===== src/design/atto_pkg.sv =====
package atto_pkg;

   localparam int ADDR_W  = 6;
   localparam int VALUE_W = 32;
   localparam int LVL_W   = 3;
   localparam int ORDER_W = 2;

   localparam logic [LVL_W-1:0] LEVELS_RESET = 3'd4;

   // item kind
   localparam logic KIND_LOAD = 1'b0;
   localparam logic KIND_WALK = 1'b1;

   // walk order codes; code 3 means nothing and is dropped
   typedef enum logic [ORDER_W-1:0] {
      ORDER_IN   = 2'd0,
      ORDER_PRE  = 2'd1,
      ORDER_POST = 2'd2
   } order_type;

   typedef struct packed {
      logic                      kind;
      logic [ADDR_W-1:0]         node_address;
      logic signed [VALUE_W-1:0] node_value;
      logic [ORDER_W-1:0]        walk_order;
   } req_type;

   typedef struct packed {
      logic signed [VALUE_W-1:0] element_value;
      logic [ADDR_W-1:0]         visited_index;
      logic                      last_element;
   } rsp_type;

   // one visit issued by the walker
   typedef struct packed {
      logic [ADDR_W-1:0] index;
      logic              last;
   } step_type;

endpackage


===== src/design/atto_walk.sv =====
// Iterative tree walker: one heap node per advance, no stack.
// h is the 1-based heap index, d its depth.
module atto_walk (
   input  logic                          clock,
   input  logic                          reset,
   input  logic                          start,
   input  logic [atto_pkg::ORDER_W-1:0]  order,
   input  logic [atto_pkg::LVL_W-1:0]    levels,
   input  logic                          advance,
   output logic                          busy,
   output atto_pkg::step_type            step
);
   import atto_pkg::*;

   typedef enum logic [1:0] {
      ST_IDLE = 2'b01,
      ST_WALK = 2'b10
   } state_type;

   state_type          state_ff;
   state_type          state_in;
   logic [ADDR_W-1:0]  h_ff, h_in;
   logic [LVL_W-1:0]   d_ff, d_in;
   logic [ADDR_W-1:0]  count_ff, count_in;
   logic [ADDR_W-1:0]  last_ff, last_in;
   logic [ORDER_W-1:0] order_ff, order_in;
   logic [LVL_W-1:0]   lm1_ff, lm1_in;

   logic [LVL_W-1:0]   ones;
   logic               run;
   logic [ADDR_W:0]    h_wide;
   logic [LVL_W-1:0]   d_next;
   logic [ADDR_W:0]    n_full;
   logic [LVL_W-1:0]   lm1_start;
   logic               issue;

   assign busy       = (state_ff == ST_WALK);
   assign issue      = busy && advance;
   assign step.index = h_ff - ADDR_W'(1);
   assign step.last  = (count_ff == last_ff);

   assign lm1_start = levels - LVL_W'(1);
   assign n_full    = (ADDR_W+1)'(1) << levels;

   // successor of h in the stored order
   always_comb begin
      ones   = '0;
      run    = 1'b1;
      h_wide = '0;
      d_next = d_ff;
      for (int i = 0; i < ADDR_W; i++) begin
         if (run && h_ff[i]) begin
            ones = ones + LVL_W'(1);
         end else begin
            run = 1'b0;
         end
      end
      case (order_ff)
         ORDER_IN: begin
            if (d_ff != lm1_ff) begin
               // right child, then leftmost leaf below it
               h_wide = {h_ff, 1'b1} << LVL_W'(lm1_ff - d_ff - LVL_W'(1));
               d_next = lm1_ff;
            end else begin
               // climb past right-child links, then one more
               h_wide = {1'b0, h_ff} >> LVL_W'(ones + LVL_W'(1));
               d_next = d_ff - ones - LVL_W'(1);
            end
         end
         ORDER_PRE: begin
            if (d_ff != lm1_ff) begin
               h_wide = {h_ff, 1'b0};
               d_next = d_ff + LVL_W'(1);
            end else begin
               h_wide = ({1'b0, h_ff} >> ones) + (ADDR_W+1)'(1);
               d_next = d_ff - ones;
            end
         end
         ORDER_POST: begin
            if (!h_ff[0]) begin
               // left child: sibling, then its leftmost leaf
               h_wide = ({1'b0, h_ff} + (ADDR_W+1)'(1)) << LVL_W'(lm1_ff - d_ff);
               d_next = lm1_ff;
            end else begin
               h_wide = {1'b0, h_ff} >> 1;
               d_next = d_ff - LVL_W'(1);
            end
         end
         default: begin
            h_wide = {1'b0, h_ff};
            d_next = d_ff;
         end
      endcase
   end

   always_comb begin
      state_in = state_ff;
      h_in     = h_ff;
      d_in     = d_ff;
      count_in = count_ff;
      last_in  = last_ff;
      order_in = order_ff;
      lm1_in   = lm1_ff;
      case (state_ff)
         ST_IDLE: begin
            if (start) begin
               state_in = ST_WALK;
               order_in = order;
               lm1_in   = lm1_start;
               count_in = '0;
               last_in  = ADDR_W'(n_full - (ADDR_W+1)'(2));
               if (order == ORDER_PRE) begin
                  h_in = ADDR_W'(1);
                  d_in = '0;
               end else begin
                  h_in = ADDR_W'((ADDR_W+1)'(1) << lm1_start);
                  d_in = lm1_start;
               end
            end
         end
         ST_WALK: begin
            if (issue) begin
               h_in     = h_wide[ADDR_W-1:0];
               d_in     = d_next;
               count_in = count_ff + ADDR_W'(1);
               if (step.last) begin
                  state_in = ST_IDLE;
               end
            end
         end
         default: begin
            state_in = ST_IDLE;
         end
      endcase
   end

   always_ff @(posedge clock) begin
      if (reset) begin
         state_ff <= ST_IDLE;
      end else begin
         state_ff <= state_in;
      end
      h_ff     <= h_in;
      d_ff     <= d_in;
      count_ff <= count_in;
      last_ff  <= last_in;
      order_ff <= order_in;
      lm1_ff   <= lm1_in;
   end

endmodule


===== src/design/array_tree_traversal_order_top.sv =====
// Perfect binary tree held in a heap-ordered array (children of i at 2i+1, 2i+2).
//
// req channel (req_valid/req_stall/req_data): a load item writes one node value
// and gives no result; loads are taken one per cycle while no walk runs. A walk
// item emits every node of the active tree (2^levels - 1 nodes) in in-order,
// pre-order or post-order; walk order 3 is dropped. Loads to addresses past the
// store are dropped.
// rsp channel (rsp_valid/rsp_stall/rsp_data): one transfer per visited node,
// value plus array index, last_element set on the final node.
// csr channel (csr_valid/csr_ready/csr_data): writes levels; 0 counts as 1 and
// values above MAX_LEVELS count as MAX_LEVELS. Write only while idle.
//
// Timing: a walk item passes the walker state register, read stage and output
// register before its first result shows; then one node per cycle while rsp is
// not stalled. The walker issues one store read per cycle unless held, and
// req_stall is high while it walks. A stalled rsp backs up through the read
// stage into the walker, which holds. Reset: levels returns to 4, pipeline
// empties, store contents are unknown until written.
module array_tree_traversal_order_top #(
   parameter int MAX_LEVELS = 6
) (
   input  logic                        clock,
   input  logic                        reset,
   input  logic                        req_valid,
   output logic                        req_stall,
   input  atto_pkg::req_type           req_data,
   output logic                        rsp_valid,
   input  logic                        rsp_stall,
   output atto_pkg::rsp_type           rsp_data,
   input  logic                        csr_valid,
   output logic                        csr_ready,
   input  logic [atto_pkg::LVL_W-1:0]  csr_data
);
   import atto_pkg::*;

   localparam int STORE_DEPTH = 2**MAX_LEVELS - 1;
   localparam int SA_W        = MAX_LEVELS;

   // levels register and its clamped view
   logic [LVL_W-1:0] levels_ff;
   logic [LVL_W-1:0] levels_eff;

   // store
   logic signed [VALUE_W-1:0] store_mem [STORE_DEPTH];

   // read stage (s1) and output stage
   logic                      s1_valid_ff;
   logic signed [VALUE_W-1:0] rd_data_ff;
   step_type                  s1_step_ff;
   logic                      rsp_valid_ff;
   rsp_type                   rsp_data_ff;

   logic     req_xfer;
   logic     load_en;
   logic     walk_start;
   logic     out_load;
   logic     advance;
   logic     issue;
   logic     busy;
   step_type step;

   always_comb begin
      levels_eff = levels_ff;
      if (levels_ff == '0) begin
         levels_eff = LVL_W'(1);
      end else if (levels_ff > LVL_W'(MAX_LEVELS)) begin
         levels_eff = LVL_W'(MAX_LEVELS);
      end
   end

   assign req_stall = busy;
   assign csr_ready = !busy;
   assign req_xfer  = req_valid && !req_stall;
   assign load_en   = req_xfer && (req_data.kind == KIND_LOAD) &&
                      ({1'b0, req_data.node_address} < (ADDR_W+1)'(STORE_DEPTH));
   // walk order 3 never starts the walker
   assign walk_start = req_xfer && (req_data.kind == KIND_WALK) &&
                       (req_data.walk_order == ORDER_IN  ||
                        req_data.walk_order == ORDER_PRE ||
                        req_data.walk_order == ORDER_POST);

   // output register free this cycle, read stage empties into it
   assign out_load = !rsp_valid_ff || !rsp_stall;
   assign advance  = !s1_valid_ff || out_load;
   assign issue    = busy && advance;

   atto_walk u_walk (
      .clock   (clock),
      .reset   (reset),
      .start   (walk_start),
      .order   (req_data.walk_order),
      .levels  (levels_eff),
      .advance (advance),
      .busy    (busy),
      .step    (step)
   );

   always_ff @(posedge clock) begin
      if (reset) begin
         levels_ff <= LEVELS_RESET;
      end else if (csr_valid && csr_ready) begin
         levels_ff <= csr_data;
      end
   end

   // one write port (loads), one registered read port (walker)
   always_ff @(posedge clock) begin
      if (load_en) begin
         store_mem[req_data.node_address[SA_W-1:0]] <= req_data.node_value;
      end
      if (issue) begin
         rd_data_ff <= store_mem[step.index[SA_W-1:0]];
         s1_step_ff <= step;
      end
   end

   always_ff @(posedge clock) begin
      if (reset) begin
         s1_valid_ff  <= 1'b0;
         rsp_valid_ff <= 1'b0;
      end else begin
         if (issue) begin
            s1_valid_ff <= 1'b1;
         end else if (out_load) begin
            s1_valid_ff <= 1'b0;
         end
         if (out_load) begin
            rsp_valid_ff <= s1_valid_ff;
         end
      end
   end

   always_ff @(posedge clock) begin
      if (out_load && s1_valid_ff) begin
         rsp_data_ff.element_value <= rd_data_ff;
         rsp_data_ff.visited_index <= s1_step_ff.index;
         rsp_data_ff.last_element  <= s1_step_ff.last;
      end
   end

   assign rsp_valid = rsp_valid_ff;
   assign rsp_data  = rsp_data_ff;

   // a held read stage must not be overwritten by a new issue
   a_no_overrun: assert property (@(posedge clock) disable iff (reset)
      (s1_valid_ff && !out_load) |-> !issue)
      else $error("walker issued into a full read stage");

   // the walker only goes idle right after issuing its final node
   a_walk_end: assert property (@(posedge clock) disable iff (reset)
      $fell(busy) |-> $past(issue && step.last))
      else $error("walk ended without its last node");

   // a new result only ever comes from the read stage
   a_rsp_source: assert property (@(posedge clock) disable iff (reset)
      $rose(rsp_valid) |-> $past(s1_valid_ff))
      else $error("result appeared without a read behind it");

endmodule

===== config.mk =====
export PLATFORM = sky130hd
export DESIGN_NAME = array_tree_traversal_order_top
export DESIGN_NICKNAME = d
export VERILOG_FILES = /design/src/design/atto_pkg.sv /design/src/design/atto_walk.sv /design/src/design/array_tree_traversal_order_top.sv
export SDC_FILE = /design/constraint.sdc
export NUM_CORES = 2
export LEC_CHECK = 0
export BUFFER_PORTS_ARGS = -buffer_cell sky130_fd_sc_hd__clkbuf_2
export CAP_MARGIN = 20
export CORE_MARGIN = 3
export CORE_UTILIZATION = 60
export DETAILED_ROUTE_END_ITERATION = 10
export GPL_ROUTABILITY_DRIVEN = 0
export PLACE_DENSITY = 0.76
export SETUP_SLACK_MARGIN = 0.1
export SLEW_MARGIN = 20
export SYNTH_ARGS = -nofsm -noshare
export SYNTH_HDL_FRONTEND = slang
export SYNTH_HIERARCHICAL = 1
export SYNTH_SLANG_ARGS = --single-unit

===== constraint.sdc =====
create_clock -name clock -period 6.65 [get_ports clock]
set_input_delay 0.665 -clock clock [delete_from_list [all_inputs] [get_ports clock]]
set_output_delay 0.665 -clock clock [all_outputs]
set_load 0.02 [all_outputs]

==> results.json <==
{
  "status": "completed",
  "leakage_nw": 29.9,
  "min_path_type": "in -> reg",
  "layout.nets": 4416,
  "tightest_slew_ns": 1.20,
  "power_mw": 43.7,
  "grt_max_degree": 123,
  "cpMostUsedCell": "ha_1",
  "synthArstFlopShare": 0,
  "cp-start-kind": "flip-flop",
  "drtAntennaViolNets": 0,
  "detail_route.first_pass.iterations": 6,
  "grt_pass1_vias": 43700,
  "grt_usage": 0.301,
  "synth_flop_cell": "edfxtp_1",
  "synth.distinct_cells": 85,
  "rsz0062_at_grt": "false",
  "clkTransAtPathRegs_ns": 0.07,
  "min_path_cells": 3,
  "max-cap-violations": 0,
  "synth_top_area_share": 0.759,
  "clock_path_buffers": 3,
  "dp_hpwl_mm": 118,
  "setup_tns_ns": 0,
  "synth.most_common_cell": "edfxtp_1",
  "routed_wl_mm": 216,
  "cts_root_buffer": "clkbuf_16",
  "drv_slew": 0,
  "max-slew-margin-rel": 0.203,
  "met2_length_mm": 102,
  "cts_resized": 0,
  "synth_area_leaders": "edfxtp_1, mux4_2, mux2i_1, nand2_1, mux2_2",
  "area_growth_pct": 11.4,
  "cp_top_family": "adder cells",
  "p_comb_frac": 0.403,
  "crit_chain": "inv_1 -> ha_1 -> and3b_1 -> or2_2 -> ha_1 -> o21a_1 -> ha_1 -> a211oi_1 -> nor2b_1 -> ha_1 -> a21bo_2 -> a211oi_4 -> xnor2_1 -> nor2_1 -> a311oi_1 -> or2_2 -> ha_1 -> inv_1 -> or4_1 -> a31oi_1",
  "fillers": 8480,
  "post-cts-setup-buffers": 0,
  "avgViaCountPerCell": 6.90,
  "clkPwrFrac": 0.247,
  "drive_gt1_frac": 0.247,
  "grt_pass1_wl_mm": 310,
  "ys_top_cells_by_count": "edfxtp_1, mux4_2, nand2_1",
  "arrival_ns": 6.62,
  "critPathMaxStageDelay_ns": 0.56,
  "syn_inst": 4124,
  "worstSkewPairLatency_ns": 0.83,
  "synth-seq-cells": 2127,
  "ir_drop_mv": 0.719,
  "pwr-share-seq": 0.350,
  "cp_max_fo": 18,
  "p_per_area_nw_per_um2": 468,
  "cts_sinks": 2127,
  "switching_share": 0.364,
  "initial_core_util": 0.607,
  "fp.dieH_um": 380,
  "period_needed_ns": 5.94,
  "ys_seq_area_frac": 0.761,
  "synth_top_cell_by_area": "edfxtp_1",
  "overflow": 0,
  "highest_layer": "met5",
  "p_int_mw": 27.8,
  "dieArea_um2": 144000,
  "wire_per_inst_um": 33.9,
  "path_class": "reg -> reg",
  "yosysWarnings": 6,
  "critPathCaptureType": "flip-flop",
  "routed-wl-met3_mm": 28.6,
  "drcViolationCount": 0,
  "fin_skew_ns": 0.0285,
  "wl_met1_mm": 77.4,
  "cts_made_buffers": 199,
  "drt-initial-drc-count": 6678,
  "coreArea_um2": 138000,
  "syn-num-nets": 4208,
  "port_buffers": 90,
  "die_x_um": 380,
  "path_depth": 20,
  "reg2regPathDepth": 20,
  "syn_avg_cell_area_um2": 20.3,
  "cts_tree": "done",
  "cts_hold_buf": 0,
  "setup-violations-final": 0,
  "switchingPower_mw": 15.9,
  "worstPathBufferInverterCount": 2,
  "syn_area_um2": 83900,
  "hold_viol_final": 0,
  "h-tree-depth": 4,
  "cp_slowest_cell": "ha_1",
  "rows": 136,
  "antenna_found_initial": 13,
  "max_freq_mhz": 168,
  "ios": 91,
  "dr_total_vias": 43900,
  "synth_edf_count": 2120,
  "final.period_utilization": 0.894,
  "required_ns": 7.32
}
==> routing by layer <==
metal	up-vias	global-route usage
met2	3327	0.459
met4	4	0.108
met3	483	0.0722
met5	-	0
li1	17400	-
met1	22700	0.434
==> path summary, 6_finish.rpt <==
path,slack [ns],startpoint,end
setup / recovery,0.71,u_walk/h_ff[1],u_walk/h_ff[4]
hold / removal,0.08,csr_data[2],levels_ff[2]
setup reg to reg,0.71,u_walk/h_ff[1],u_walk/h_ff[4]
hold reg to reg,0.40,rd_data_ff[30],rsp_data[37]
==> power groups by stage <==
| stage | sequential, mW | clock (mW) | combinational [mW] |
|---|---|---|---|
| floorplan | 15.5 | 0 | 11.7 |
| global placement | 15.6 | 0 | 17.0 |
| detailed placement | 15.6 | 0 | 17.2 |
| CTS | 15.3 | 10.9 | 17.4 |
| global route | 15.3 | 11.4 | 18.5 |
| finish | 15.3 | 10.8 | 17.6 |
==> sequential cells by signal (all words and copies together), names as in the netlist <==
name and flops:
store_mem 2016, rsp_data 39, rd_data_ff 32, s1_step_ff 7, u_walk/count_ff 6, u_walk/h_ff 6
u_walk/last_ff 6, levels_ff 3, u_walk/d_ff 3, u_walk/lm1_ff 3, u_walk/order_ff 2, u_walk/state_ff 2
rsp_valid 1, s1_valid_ff 1
==> logic make-up (layout without fill, tap and decap cells) <==
group / count (synthesis) / in the layout / share of synthesized area
simple gates: 630 / 630 / 0.0328
other cells: 0 / 7 / 0
fa+ha+maj: 36 / 36 / 0.00552
flops: 2127 / 2127 / 0.761
compound gates: 378 / 378 / 0.0316
xor+xnor: 37 / 37 / 0.00437
buf+inv: 270 / 639 / 0.0181
mux: 646 / 646 / 0.147
==> placed cells by master (no fill, tap or decap), types with 7 or more instances in the layout <==
master	instances
nand3_1	87
xnor2_1	21
and3_1	15
clkbuf_2	78
inv_6	13
clkinv_1	54
bufinv_16	11
a21oi_1	80
clkbuf_1	45
nand2_1	335
ha_1	33
mux4_2	463
a211o_1	18
edfxtp_1	2120
a31oi_1	17
nor2_4	63
a221oi_1	16
nand2b_1	14
o211ai_1	35
inv_1	32
nand3b_1	9
clkbuf_16	203
o21ai_0	58
buf_16	7
nor2_1	43
dfxtp_1	7
nor3_1	8
nor2b_1	18
buf_4	139
diode_2	7
a32oi_1	38
o22ai_1	17
clkinv_2	33
mux2i_1	137
o221ai_1	17
a211oi_1	14
buf_12	12
mux2_2	44
xor2_1	9
==> through the flow <==
stage	hold WS, ns	util	area, um^2	instances	setup slack, ns
detailed placement	0.405	0.631	87200	5992	0.829
global route	0.0652	0.676	93400	6357	0.405
CTS	0.0394	0.675	93300	6354	0.792
floorplan	0.400	-	83900	4124	1.55
global placement	0.403	0.630	87100	5986	0.908
finish	0.0835	0.676	93400	6363	0.706
==> cell type report <==
cell class	instances	area, um^2	share of cell area
antenna	7	17.5	0.000188
clock buffer	248	5250	0.0562
clock inverter	114	857	0.00917
inverter	39	175	0.00188
multi-input combinational	1727	19100	0.205
sequential	2127	63800	0.683
tap	1863	2330	0.0250
timing repair buffer	238	1880	0.0201
==> worst reg2reg max path, cell delays in order, from the launching register on <==
cell and delay [ns]:
edfxtp_1 0.55, inv_1 0.25, ha_1 0.56, and3b_1 0.25
or2_2 0.28, ha_1 0.31, o21a_1 0.19, ha_1 0.30
a211oi_1 0.23, nor2b_1 0.08, ha_1 0.21, a21bo_2 0.23
a211oi_4 0.36, xnor2_1 0.36, nor2_1 0.13, a311oi_1 0.36
or2_2 0.18, ha_1 0.19, inv_1 0.08, or4_1 0.52
a31oi_1 0.17
No activity file was read; power rests on OpenSTA's default activity.
